## src/rtl/afr_pkg.sv

```systemverilog
`default_nettype none
// ----------------------------------------------------------------------------
// afr_pkg
// Types, codes and defaults shared by the fragment reassembler modules.
// ----------------------------------------------------------------------------
package afr_pkg;

   localparam int CHANNEL_COUNT_DEF = 2;
   localparam int FOLLOW_HDR_DEF    = 1;

   localparam int LenW = 16;
   localparam int SduW = 24;
   localparam logic [SduW-1:0] LEN_MAX = '1;

   typedef enum logic [1:0] {
      PKT_SINGLE   = 2'd0,
      PKT_START    = 2'd1,
      PKT_CONTINUE = 2'd2,
      PKT_END      = 2'd3
   } ptype_type;

   typedef enum logic [2:0] {
      ACT_SINGLE    = 3'd0,
      ACT_START     = 3'd1,
      ACT_APPEND    = 3'd2,
      ACT_COMPLETE  = 3'd3,
      ACT_MALFORMED = 3'd4,
      ACT_DROPPED   = 3'd5,
      ACT_CLEARED   = 3'd6
   } action_type;

   typedef struct packed {
      logic            mode;
      logic            channel;
      ptype_type       ptype;
      logic [3:0]      label;
      logic            is_response;
      logic [7:0]      fragment_total;
      logic [LenW-1:0] pdu_length;
   } req_item_type;

   typedef struct packed {
      action_type      action;
      logic            channel;
      logic [SduW-1:0] sdu_length;
      logic [3:0]      label;
   } rsp_item_type;

   typedef struct packed {
      logic            active;
      logic [3:0]      label;
      logic            response;
      logic [7:0]      expected;
      logic [7:0]      received;
      logic [LenW-1:0] first_size;
      logic [SduW-1:0] assembled;
   } chan_state_type;

   // Handshake between the pipeline stages
   typedef struct packed {
      logic fire;      // input register hands its word to the result register
      logic out_free;  // result register can take a word this cycle
   } pipe_ctrl_type;

endpackage
`default_nettype wire

```

## src/rtl/afr_in_stage.sv

```systemverilog
`default_nettype none
// ----------------------------------------------------------------------------
// afr_in_stage
// Input register: holds one accepted header word until the engine takes it.
// ----------------------------------------------------------------------------
module afr_in_stage import afr_pkg::*; (
   input  logic          clock,
   input  logic          reset,
   input  logic          req_valid,
   output logic          req_ready,
   input  req_item_type  req_item,
   input  pipe_ctrl_type ctrl_in,
   output logic          item_valid,
   output req_item_type  item
);

   logic         valid_ff, valid_in;
   req_item_type item_ff, item_in;

   assign req_ready = !valid_ff || ctrl_in.out_free;

   always_comb begin
      valid_in = valid_ff;
      item_in  = item_ff;
      if (req_valid && req_ready) begin
         valid_in = 1'b1;
         item_in  = req_item;
      end else if (ctrl_in.fire) begin
         valid_in = 1'b0;
      end
   end

   always_ff @(posedge clock) begin
      if (reset) begin
         valid_ff <= 1'b0;
      end else begin
         valid_ff <= valid_in;
      end
      item_ff <= item_in;
   end

   assign item_valid = valid_ff;
   assign item       = item_ff;

endmodule
`default_nettype wire

```

## src/rtl/afr_engine.sv

```systemverilog
`default_nettype none
// ----------------------------------------------------------------------------
// afr_engine
// Per-channel partial message state and the decision for one header word.
// ----------------------------------------------------------------------------
module afr_engine import afr_pkg::*; #(
   parameter int CHANNEL_COUNT       = CHANNEL_COUNT_DEF,
   parameter int FOLLOW_HEADER_BYTES = FOLLOW_HDR_DEF
) (
   input  logic          clock,
   input  logic          reset,
   input  pipe_ctrl_type ctrl_in,
   input  req_item_type  item,
   output rsp_item_type  result
);

   localparam int ChanIdxW = (CHANNEL_COUNT > 1) ? $clog2(CHANNEL_COUNT) : 1;
   localparam logic [LenW-1:0] FollowHdr = LenW'(FOLLOW_HEADER_BYTES);

   chan_state_type chan_ff [CHANNEL_COUNT];
   chan_state_type chan_in [CHANNEL_COUNT];
   chan_state_type sel;

   logic [ChanIdxW-1:0] chan_idx;
   logic                in_range;
   logic                match, type_ok, rcv_lt, rcv_eq, len_le, len_ne;
   logic [8:0]          rcv_next;
   logic [LenW-1:0]     follow_len;
   logic [SduW:0]       sum_raw;
   logic [SduW-1:0]     sum_sat;
   logic                do_clear, do_start, do_append;

   assign chan_idx = ChanIdxW'(item.channel);
   assign in_range = ({3'b000, item.channel} < 4'(CHANNEL_COUNT));

   always_comb begin
      sel = '0;
      for (int c = 0; c < CHANNEL_COUNT; c++) begin
         if (chan_idx == ChanIdxW'(c)) begin
            sel = chan_ff[c];
         end
      end
   end

   // Compare received + 1 with expected, so that an expected count of zero never fits
   assign rcv_next   = {1'b0, sel.received} + 9'd1;
   assign rcv_lt     = rcv_next < {1'b0, sel.expected};
   assign rcv_eq     = rcv_next == {1'b0, sel.expected};
   assign match      = sel.active && (sel.label == item.label);
   assign type_ok    = sel.response == item.is_response;
   assign len_le     = item.pdu_length <= sel.first_size;
   assign len_ne     = item.pdu_length != sel.first_size;
   assign follow_len = (item.pdu_length > FollowHdr) ? (item.pdu_length - FollowHdr) : '0;
   assign sum_raw    = {1'b0, sel.assembled} + (SduW + 1)'(follow_len);
   assign sum_sat    = sum_raw[SduW] ? LEN_MAX : sum_raw[SduW-1:0];

   always_comb begin
      result            = '0;
      result.action     = ACT_DROPPED;
      result.channel    = item.channel;
      do_clear          = 1'b0;
      do_start          = 1'b0;
      do_append         = 1'b0;
      if (item.mode) begin
         result.action  = ACT_CLEARED;
         result.channel = 1'b0;
      end else if (in_range) begin
         unique case (item.ptype)
            PKT_SINGLE: begin
               result.action     = ACT_SINGLE;
               result.sdu_length = SduW'(item.pdu_length);
               result.label      = item.label;
               do_clear          = 1'b1;
            end
            PKT_START: begin
               result.action = ACT_START;
               do_start      = 1'b1;
            end
            PKT_CONTINUE: begin
               if (match && rcv_lt && type_ok && len_le) begin
                  result.action = ACT_APPEND;
                  do_append     = 1'b1;
               end else if (match && (!rcv_lt || len_ne || !type_ok)) begin
                  result.action = ACT_MALFORMED;
                  do_clear      = 1'b1;
               end
            end
            PKT_END: begin
               if (match && rcv_eq && type_ok && len_le) begin
                  result.action     = ACT_COMPLETE;
                  result.sdu_length = sum_sat;
                  result.label      = sel.label;
                  do_clear          = 1'b1;
               end else if (match && (!len_le || !type_ok)) begin
                  result.action = ACT_MALFORMED;
                  do_clear      = 1'b1;
               end
            end
         endcase
      end
   end

   always_comb begin
      for (int c = 0; c < CHANNEL_COUNT; c++) begin
         chan_in[c] = chan_ff[c];
         if (ctrl_in.fire) begin
            if (item.mode) begin
               chan_in[c] = '0;
            end else if (in_range && (chan_idx == ChanIdxW'(c))) begin
               if (do_clear) begin
                  chan_in[c] = '0;
               end else if (do_start) begin
                  chan_in[c].active     = 1'b1;
                  chan_in[c].label      = item.label;
                  chan_in[c].response   = item.is_response;
                  chan_in[c].expected   = item.fragment_total;
                  chan_in[c].received   = 8'd1;
                  chan_in[c].first_size = item.pdu_length;
                  chan_in[c].assembled  = (item.pdu_length != '0) ?
                                          SduW'(item.pdu_length - LenW'(1)) : '0;
               end else if (do_append) begin
                  chan_in[c].received  = rcv_next[7:0];
                  chan_in[c].assembled = sum_sat;
               end
            end
         end
      end
   end

   always_ff @(posedge clock) begin
      for (int c = 0; c < CHANNEL_COUNT; c++) begin
         if (reset) begin
            chan_ff[c] <= '0;
         end else begin
            chan_ff[c] <= chan_in[c];
         end
      end
   end

endmodule
`default_nettype wire

```

## src/rtl/afr_out_stage.sv

```systemverilog
`default_nettype none
// ----------------------------------------------------------------------------
// afr_out_stage
// Result register: holds one result word until the downstream side takes it.
// ----------------------------------------------------------------------------
module afr_out_stage import afr_pkg::*; (
   input  logic          clock,
   input  logic          reset,
   input  logic          item_valid,
   input  rsp_item_type  result,
   input  logic          rsp_ready,
   output logic          rsp_valid,
   output rsp_item_type  rsp_item,
   output pipe_ctrl_type ctrl_out
);

   logic         valid_ff, valid_in;
   rsp_item_type item_ff, item_in;

   assign ctrl_out.out_free = !valid_ff || rsp_ready;
   assign ctrl_out.fire     = item_valid && ctrl_out.out_free;

   always_comb begin
      valid_in = valid_ff;
      item_in  = item_ff;
      if (ctrl_out.fire) begin
         valid_in = 1'b1;
         item_in  = result;
      end else if (rsp_ready) begin
         valid_in = 1'b0;
      end
   end

   always_ff @(posedge clock) begin
      if (reset) begin
         valid_ff <= 1'b0;
      end else begin
         valid_ff <= valid_in;
      end
      item_ff <= item_in;
   end

   assign rsp_valid = valid_ff;
   assign rsp_item  = item_ff;

endmodule
`default_nettype wire

```

## src/rtl/avctp_fragment_reassembler.sv

```systemverilog
`default_nettype none
// An accepted req word reaches rsp through the input register and then the result register.
// One word per cycle unless rsp stalls; per-channel state is read, decided and written per word.
// Back pressure on rsp stalls the input register; req_tready stays high while it is empty.
// Reset: synchronous, active high; clears every channel's partial message and empties both
// registers. The block is ready in the first cycle after reset.
// ----------------------------------------------------------------------------
// avctp_fragment_reassembler
// Per-channel reassembly checker for fragmented transport packet headers.
// ----------------------------------------------------------------------------
module avctp_fragment_reassembler import afr_pkg::*; #(
   parameter int CHANNEL_COUNT       = CHANNEL_COUNT_DEF,
   parameter int FOLLOW_HEADER_BYTES = FOLLOW_HDR_DEF
) (
   input  logic        clock,
   input  logic        reset,
   // Header words in
   input  logic        req_tvalid,
   output logic        req_tready,
   input  logic [31:0] req_tdata,   // channel, label[3:0], is_response,
                                    // fragment_total[7:0], pdu_length[15:0], zero pad
   input  logic [2:0]  req_tuser,   // mode, packet_type[1:0]
   // Result words out
   output logic        rsp_tvalid,
   input  logic        rsp_tready,
   output logic [31:0] rsp_tdata,   // out_channel, sdu_length[23:0], out_label[3:0], zero pad
   output logic [2:0]  rsp_tuser    // action[2:0]
);

   req_item_type  req_item, item;
   rsp_item_type  result, rsp_item;
   pipe_ctrl_type ctrl;
   logic          item_valid;

   // Unpack the header word
   always_comb begin
      req_item                = '0;
      req_item.mode           = req_tuser[0];
      req_item.ptype          = ptype_type'(req_tuser[2:1]);
      req_item.channel        = req_tdata[0];
      req_item.label          = req_tdata[4:1];
      req_item.is_response    = req_tdata[5];
      req_item.fragment_total = req_tdata[13:6];
      req_item.pdu_length     = req_tdata[29:14];
   end

   // Hold the accepted word until the result register frees up
   afr_in_stage u_in_stage (
      .clock      (clock),
      .reset      (reset),
      .req_valid  (req_tvalid),
      .req_ready  (req_tready),
      .req_item   (req_item),
      .ctrl_in    (ctrl),
      .item_valid (item_valid),
      .item       (item)
   );

   // Decide and advance the channel state on each fire
   afr_engine #(
      .CHANNEL_COUNT       (CHANNEL_COUNT),
      .FOLLOW_HEADER_BYTES (FOLLOW_HEADER_BYTES)
   ) u_engine (
      .clock   (clock),
      .reset   (reset),
      .ctrl_in (ctrl),
      .item    (item),
      .result  (result)
   );

   // Register the result and drive the rsp channel
   afr_out_stage u_out_stage (
      .clock      (clock),
      .reset      (reset),
      .item_valid (item_valid),
      .result     (result),
      .rsp_ready  (rsp_tready),
      .rsp_valid  (rsp_tvalid),
      .rsp_item   (rsp_item),
      .ctrl_out   (ctrl)
   );

   // Pack the result word; pad bits stay zero
   assign rsp_tdata = {3'b000, rsp_item.label, rsp_item.sdu_length, rsp_item.channel};
   assign rsp_tuser = rsp_item.action;

endmodule
`default_nettype wire

```

## config.mk

```make
export PLATFORM = sky130hd
export DESIGN_NAME = avctp_fragment_reassembler
export DESIGN_NICKNAME = d
export VERILOG_FILES = /design/src/rtl/afr_pkg.sv /design/src/rtl/afr_in_stage.sv /design/src/rtl/afr_engine.sv /design/src/rtl/afr_out_stage.sv /design/src/rtl/avctp_fragment_reassembler.sv
export SDC_FILE = /design/constraint.sdc
export NUM_CORES = 1
export LEC_CHECK = 0
export BUFFER_PORTS_ARGS = -buffer_cell sky130_fd_sc_hd__clkbuf_2
export CELL_PAD_IN_SITES_DETAIL_PLACEMENT = 2
export CELL_PAD_IN_SITES_GLOBAL_PLACEMENT = 2
export CORE_MARGIN = 10
export CORE_UTILIZATION = 36
export CTS_BUF_LIST = sky130_fd_sc_hd__clkbuf_8
export DETAILED_ROUTE_END_ITERATION = 10
export PLACE_DENSITY_LB_ADDON = 0.1
export SYNTH_ARGS = -nofsm -noshare
export SYNTH_HDL_FRONTEND = slang
export SYNTH_SLANG_ARGS = --single-unit
```

## constraint.sdc

```tcl
create_clock -name clock -period 5 [get_ports clock]
set_input_delay 0.25 -clock clock [delete_from_list [all_inputs] [get_ports clock]]
set_output_delay 0.25 -clock clock [all_outputs]
set_load 0.02 [all_outputs]
```

==> results.txt, run 1 <==
----------------------------------------------------
[Cells and area]
  Layout Area Growth over Synthesis ... 17.5%
  Final antenna diode count ... 0
  Nets ... approximately 1200
  Fraction of layout cells with a size suffix above 1 ... 0.177
  # fillers ... 2907
  Cell area after layout ... 11700 µm²

[Floorplan]
  Total die area ... about 35000 µm²
  Area inside the core boundary ... around 27000 µm²
  Horizontal die dimension ... roughly 190 µm
  Height of the die ... approximately 190 µm
  Total number of placement rows ... 60
  Ports placed on the boundary ... 76
  Initial standard-cell utilization of the core ... 0.368

[Logic synthesis]
  Unique cell type count in the Yosys netlist ... 70
  Share of the yosys chip area belonging to registers ... 0.450
  Number of flops mapped to enable cells by yosys ... 65
  Flip-flop and latch count after synthesis ... around 190
  YS warnings ... 0
  Share of async-settable or async-resettable flops after synthesis ... 0
  Portion of synthesized cell area occupied by the leading cell type ... 0.254
  Area leader, netlist ... sky130_fd_sc_hd__dfxtp_1
  Average cell area after synthesis ... approximately 10 µm²
  Top_reg_cell synth ... sky130_fd_sc_hd__dfxtp_1
  Largest cells by area after synthesis ... sky130_fd_sc_hd__dfxtp_1 25%, sky130_fd_sc_hd__edfxtp_1 20%, sky130_fd_sc_hd__ha_1 5.9%, sky130_fd_sc_hd__o211ai_1 4.8%, sky130_fd_sc_hd__mux2i_1 4.3%
  Ranking of synthesized cells by instance count ... 126 x sky130_fd_sc_hd__dfxtp_1, 80 x sky130_fd_sc_hd__nand2_1, 78 x sky130_fd_sc_hd__o21ai_0
  Synth Instances ... 1016
  Most common cell in the netlist ... sky130_fd_sc_hd__dfxtp_1
  Post-synthesis instance area ... roughly 9900 µm²

[CTS]
  Clock input transition at the sequential cells of the worst setup and hold paths ... 120 ps
  H-Tree Level Count ... 4
  TritonCTS Buffers ... 17
  Sink Count ... 191
  Source-to-sink clock delay at the later pin of the worst-skew pair ... roughly 500 ps
  Library cell used as clock root buffer ... sky130_fd_sc_hd__clkbuf_8
  Number of buffers added for setup after CTS ... 0
  TritonCTS clock tree ... done
  Maximum count of clock buffers along a single path ... 2

[Critical path]
  Arrival time reported for the critical path endpoint ... slightly above 5000 ps
  Worst Setup End Kind ... flop
  Top fanout value on the critical path ... 12
  Register-to-register setup slack ... between 200 and 250 ps
  Startpoint-to-endpoint class of the critical path ... reg2reg
  Critical Path RT ... 5360 ps
  Worst setup SP type ... flop

[Global route]
  Antenna violations before repair ... 0
  Total overflow reported by the global router ... 0
  Largest net degree at the start of global routing ... 63
  Wire length of the first global-routing pass ... ~54000 µm
  Overall fraction of global-route tracks in use ... 0.199
  Number of global-route vias before repair ... 9371

[Detailed routing]
  Total number of vias ... roughly 8500
  Violation count after the first detailed-route iteration ... 449
  Length of the first detailed-routing pass in iterations ... 5
  Via density ... ~5.8
  Total wire length after detailed routing ... roughly 34000 µm
  Residual DRC count ... 0
  Antenna-violating nets left ... 0
  Avg WL per Cell ... roughly 23 µm

[Run]
  Max-cap violations ... 0

[Placement]
  Area of placed instances ... approximately 11000 µm²
  Placer's final routability congestion estimate ... between 0.7 and 0.8
  Port Buffers ... 70
  DP HPWL ... approximately 24000 µm

[STA]
  Fmax ... 210 MHz
  Max Slew Vio Count ... 0
  Actual slew at the worst max-slew pin ... between 900 and 1000 ps
  Share of the cycle needed by the critical path after routing ... 0.953
  Setup TNS Final ... 0 ps
  Hold violation count in the final report ... 0
  Shortest period the worst path allows ... roughly 4800 ps
  Number of setup violations in the final report ... 0
  Setup repair after global routing missed its margin ... false
  Worst slew margin relative to its limit ... 0.337
  Skew final ... between 20 and 30 ps

[Min path]
  Min-Delay Path Class ... in2reg

[Power and ir drop]
  Worst IR drop on VDD ... about 0.00020 V
  Leak Pwr ... 4.41 nW
  Pwr per Cell Area ... about 280 nW/µm²

[Status]
  Outcome ... completed

----------------------------------------------------
metrics by stage:
stage / total power (W) / hold WS (ps) / util / std cells / setup WS [ps]
global placement: 0.00210 / 427 / 0.403 / 1412 / 250
global route: 0.00338 / 132 / 0.432 / 1478 / 5.62
detailed placement: 0.00211 / 429 / 0.403 / 1412 / 56.9
finish: 0.00323 / 130 / 0.432 / 1478 / 234
CTS: 0.00326 / 105 / 0.431 / 1478 / 34.4
floorplan: 0.00195 / 349 / - / 1018 / 42.6
layout make-up:
type                            instances  area [µm²]  area share
Multi-Input combinational cell        745        5190       0.444
Tap cell                              341         427      0.0365
Clock buffer                           17         234      0.0200
Timing Repair Buffer                  157        1110      0.0953
Inverter                               12        45.0     0.00386
Sequential cell                       191        4470       0.383
Clock inverter                         15         199      0.0170
layout by cell type, fill, tap and decap left out, types with 4 or more instances in the layout:
cell type	count
sky130_fd_sc_hd__mux2i_1	42
sky130_fd_sc_hd__nor4_1	4
sky130_fd_sc_hd__edfxtp_1	65
sky130_fd_sc_hd__a21oi_1	53
sky130_fd_sc_hd__clkbuf_2	70
sky130_fd_sc_hd__a22o_1	44
sky130_fd_sc_hd__or2_2	4
sky130_fd_sc_hd__and3_1	6
sky130_fd_sc_hd__o31ai_1	5
sky130_fd_sc_hd__xor2_1	21
sky130_fd_sc_hd__o221ai_1	5
sky130_fd_sc_hd__clkbuf_8	17
sky130_fd_sc_hd__inv_6	4
sky130_fd_sc_hd__o2bb2ai_1	8
sky130_fd_sc_hd__o21ai_1	15
sky130_fd_sc_hd__a21o_1	5
sky130_fd_sc_hd__nor3_2	4
sky130_fd_sc_hd__mux2_2	21
sky130_fd_sc_hd__nand4_1	33
sky130_fd_sc_hd__inv_1	11
sky130_fd_sc_hd__nand2_1	79
sky130_fd_sc_hd__or3_1	5
sky130_fd_sc_hd__dfxtp_1	126
sky130_fd_sc_hd__nor2_1	66
sky130_fd_sc_hd__o21ai_0	77
sky130_fd_sc_hd__and2_1	4
sky130_fd_sc_hd__nor2b_1	6
sky130_fd_sc_hd__buf_4	51
sky130_fd_sc_hd__or4_1	5
sky130_fd_sc_hd__nand3_1	22
sky130_fd_sc_hd__dlygate4sd3_1	34
sky130_fd_sc_hd__ha_1	47
sky130_fd_sc_hd__o21a_1	7
sky130_fd_sc_hd__nor3_1	13
sky130_fd_sc_hd__xnor2_1	16
sky130_fd_sc_hd__o211ai_1	64
cells by family (layout without fill, tap and decap cells):
logic type	after synthesis	in the layout	share of synthesized area
multiplexers	64	64	0.0671
XOR/XNOR	37	37	0.0326
buffers and inverters	82	201	0.0345
flip-flops	191	191	0.450
adder cells (fa/ha/maj)	48	48	0.0612
other	1	3	0.000377
AO/OA/AOI/OAI	317	317	0.216
AND/OR/NAND/NOR	276	276	0.138
routing by layer:
metal,vias to the layer above,global-route usage,wire [µm]
li1,4041,-,-
met1,4365,0.273,16700
met2,93,0.324,15800
met3,13,0.0301,734
met4,0,0.0416,276
met5,-,0,0
critical path, stage by stage, from the launching register on:
cell                       delay [ps]
sky130_fd_sc_hd__edfxtp_1         400
sky130_fd_sc_hd__or4_1            660
sky130_fd_sc_hd__nor3_1           270
sky130_fd_sc_hd__nand3b_1         170
sky130_fd_sc_hd__xor2_1           230
sky130_fd_sc_hd__nor2_1            90
sky130_fd_sc_hd__ha_1             390
sky130_fd_sc_hd__and3_1           200
sky130_fd_sc_hd__a221o_1          320
sky130_fd_sc_hd__or4_1            410
sky130_fd_sc_hd__o21ba_1          230
sky130_fd_sc_hd__o211ai_1         400
sky130_fd_sc_hd__nand2_1           90
sky130_fd_sc_hd__buf_4            200
sky130_fd_sc_hd__o211ai_1         390
sky130_fd_sc_hd__o21ai_0          150
report_power, final:
group          leakage, nW  total, W  internal [W]  switching (W)
sequential            1.63   0.00167       0.00165      0.0000266
combinational         2.57  0.000429      0.000148       0.000281
clock                0.217   0.00113      0.000473       0.000653
total                 4.41   0.00323       0.00227       0.000960
state kept, by name, summed over array words and instances, names as in the netlist:
register,cells
u_in_stage.item,33
u_engine.chan_ff,124
u_in_stage.item_valid,1
u_out_stage.rsp_item,32
u_out_stage.rsp_valid,1
repair_timing:
action                                  4_1_cts  5_1_grt
resized for setup                             0        6
endpoints found under the hold margin        34        0
endpoints found under the setup margin        0       49
hold buffers                                 34        0
final timing paths:
check,endpoint,startpoint,depth (start not counted)
worst max-delay path,u_engine.chan_ff[1][11],u_in_stage.item[3],15
worst min-delay path,u_out_stage.rsp_valid,rsp_tready,4
worst max register to register,u_engine.chan_ff[1][11],u_in_stage.item[3],15
worst min register to register,u_engine.chan_ff[0][55],u_engine.chan_ff[0][55],2
No activity file was read; power rests on OpenSTA's default activity.
==> inputs of run 2 (changes only) <==
--- a/config.mk
+++ b/config.mk
@@ -13,6 +13,7 @@
 export CTS_BUF_LIST = sky130_fd_sc_hd__clkbuf_8
 export DETAILED_ROUTE_END_ITERATION = 10
 export PLACE_DENSITY_LB_ADDON = 0.1
+export RECOVER_POWER = 100
 export SYNTH_ARGS = -nofsm -noshare
 export SYNTH_HDL_FRONTEND = slang
 export SYNTH_SLANG_ARGS = --single-unit
==> run 2 against run 1 <==
  * The flow now finishes with violations (capacitance limit, slew limit)
  * Worst hold slack lost 29 ps
  * Final area shrank 0.74%
  * Register-to-register slack hardly changed
  * Largest cell class unchanged
==> results.txt, run 2 (synthesis gave the netlist of run 1 again) <==
----------------------------------------------------
[Status]
  Outcome ... complete, but fails checks
  Violations in the final reports ... capacitance limit, slew limit

[Power and ir drop]
  Leak Pwr ... 4.29 nW
  Sequential power share ... 0.519
  Part of the total power dissipated in combinational logic ... 0.131
  Reported net switching power ... just under 0.001 W
  Int Pwr ... around 0.0023 W
  Pwr per Cell Area ... about 280 nW/µm²
  Fraction of power consumed by the clock network ... 0.350
  Worst IR drop on VDD ... 0.000200 V
  Fraction of power spent switching nets ... 0.299

[Critical path]
  Number of cells on the worst reg-to-reg path ... 15
  Largest delay share family, worst path ... simple AND/OR/NAND/NOR gates
  Cell chain of the critical path ... or4_1, nor3_1, nand3b_1, xor2_1, nor2_1, ha_1, and3_1, a221o_1, or4_1, o21ba_1, o211ai_1, nand2_1, buf_4, o211ai_1, o21ai_0
  Top fanout value on the critical path ... 12
  CP Buf/Inv Count ... 1
  Arrival time reported for the critical path endpoint ... between 5000 and 6000 ps
  Worst Setup End Kind ... flop
  Worst setup SP type ... flop
  Worst-path cell with the longest stage delay ... sky130_fd_sc_hd__or4_1
  Startpoint-to-endpoint class of the critical path ... reg2reg
  Highest cell delay on the worst timing path ... ~660 ps
  Critical path depth in cells ... 15
  Critical Path RT ... around 5400 ps

[Floorplan]
  Horizontal die dimension ... ~190 µm
  Initial standard-cell utilization of the core ... 0.368
  Total number of placement rows ... 60
  Height of the die ... roughly 190 µm
  Area inside the core boundary ... between 20000 and 30000 µm²
  Ports placed on the boundary ... 76
  Total die area ... ~35000 µm²

[Cells and area]
  Commonest cells after routing, fill and taps aside ... 126 x sky130_fd_sc_hd__dfxtp_1, 79 x sky130_fd_sc_hd__nand2_1, 79 x sky130_fd_sc_hd__o21ai_0
  Layout Area Growth over Synthesis ... 16.6%
  Flip-flop count of the largest register after layout ... roughly 120
  Nets ... around 1200
  Largest reg by FF count ... u_engine.chan_ff
  Fraction of layout cells with a size suffix above 1 ... 0.141
  Final antenna diode count ... 0
  Most common cell after layout, fill and taps aside ... sky130_fd_sc_hd__dfxtp_1

[Global route]
  Total overflow reported by the global router ... 0
  Antenna violations before repair ... 0
  Largest net degree at the start of global routing ... 63
  Overall fraction of global-route tracks in use ... 0.199
  Wire length of the first global-routing pass ... around 54000 µm
  Number of global-route vias before repair ... between 9000 and 10000

[Min path]
  Min-Delay Path Class ... in2reg
  Depth of the worst hold-timing path ... 4

[STA]
  Actual slew at the worst max-slew pin ... 1930 ps
  Hold violation count in the final report ... 0
  Shortest period the worst path allows ... between 4000 and 5000 ps
  Number of setup violations in the final report ... 0
  Fmax ... around 210 MHz
  Skew final ... approximately 26 ps
  Share of the cycle needed by the critical path after routing ... 0.953
  Max Slew Vio Count ... 34
  Final WS setup ... around 230 ps
  Worst slew margin relative to its limit ... -0.289
  Setup TNS Final ... 0 ps

[Placement]
  DP HPWL ... around 24000 µm
  Placer's final routability congestion estimate ... 0.778
  Pre-CTS worst setup slack ... 56.9 ps
  Port Buffers ... 70

[CTS]
  TritonCTS Buffers ... 17
  Sink Count ... ~190
  TritonCTS clock tree ... done
  Number of buffers added for setup after CTS ... 0
  H-Tree Level Count ... 4
  Clock input transition at the sequential cells of the worst setup and hold paths ... between 100 and 150 ps
  Source-to-sink clock delay at the later pin of the worst-skew pair ... about 500 ps
  Maximum count of clock buffers along a single path ... 2
  Library cell used as clock root buffer ... sky130_fd_sc_hd__clkbuf_8

[Detailed routing]
  Violation count after the first detailed-route iteration ... ~480
  Total number of vias ... approximately 8500
  Antenna-violating nets left ... 0
  Avg WL per Cell ... 22.7 µm
  Residual DRC count ... 0
  Length of the first detailed-routing pass in iterations ... 5
  Total wire length after detailed routing ... 33600 µm
  Via density ... roughly 5.7

[Run]
  Max-cap violations ... 1

----------------------------------------------------
-- run 2: cell count changes in the layout (fill, tap and decap cells not counted), sizes merged --
cell,delta
clkbuf,+5
buf,-5
-- run 2: metal layers --
metal,GRT usage,vias to the layer above,wire length (µm)
met5,0,-,0
met4,0.0416,0,276
met3,0.0301,15,748
met2,0.324,92,15800
met1,0.273,4331,16700
li1,-,4044,-
-- run 2: final cells by class --
cell class	instances	area (µm²)
clock buffers	17	234
clock inverters	15	199
fillers	2932	15400
inverters	12	45.0
multi-input cells	745	5160
flip-flops and latches	191	4470
well taps	341	427
repair buffers	157	1050
-- run 2: worst min-delay path: stages --
cell and delay (ps):
sky130_fd_sc_hd__clkbuf_2 80, sky130_fd_sc_hd__nor2b_1 70, sky130_fd_sc_hd__nor2_1 110, sky130_fd_sc_hd__nor2_1 50
-- run 2: repair_timing --
action	in CTS	in global routing
setup endpoints to repair	0	49
hold endpoints to repair	34	0
gates resized for setup	0	6
hold buffers	34	0
-- run 2: final timing paths --
path                           start                      end  slack, ps
max reg2reg       u_in_stage.item[3]  u_engine.chan_ff[1][11]        230
min                       rsp_tready    u_out_stage.rsp_valid        100
min reg2reg  u_engine.chan_ff[0][55]  u_engine.chan_ff[0][55]        470
max               u_in_stage.item[3]  u_engine.chan_ff[1][11]        230
-- run 2: power by group through the flow --
stage / clock network, W / registers [W] / logic, W
global route: 0.00123 / 0.00168 / 0.000464
CTS: 0.00116 / 0.00167 / 0.000428
floorplan: 0 / 0.00172 / 0.000226
detailed placement: 0 / 0.00171 / 0.000404
finish: 0.00113 / 0.00167 / 0.000421
global placement: 0 / 0.00171 / 0.000396
-- run 2: metrics by stage --
step	area (µm²)	hold WS, ps	total power (W)	utilization	cells
after floorplan	9950	349	0.00195	-	1018
final	11600	100	0.00322	0.429	1478
after CTS	11700	105	0.00326	0.431	1478
after detailed placement	10900	429	0.00211	0.403	1412
after global placement	10900	427	0.00210	0.403	1412
after global routing	11600	105	0.00337	0.429	1478
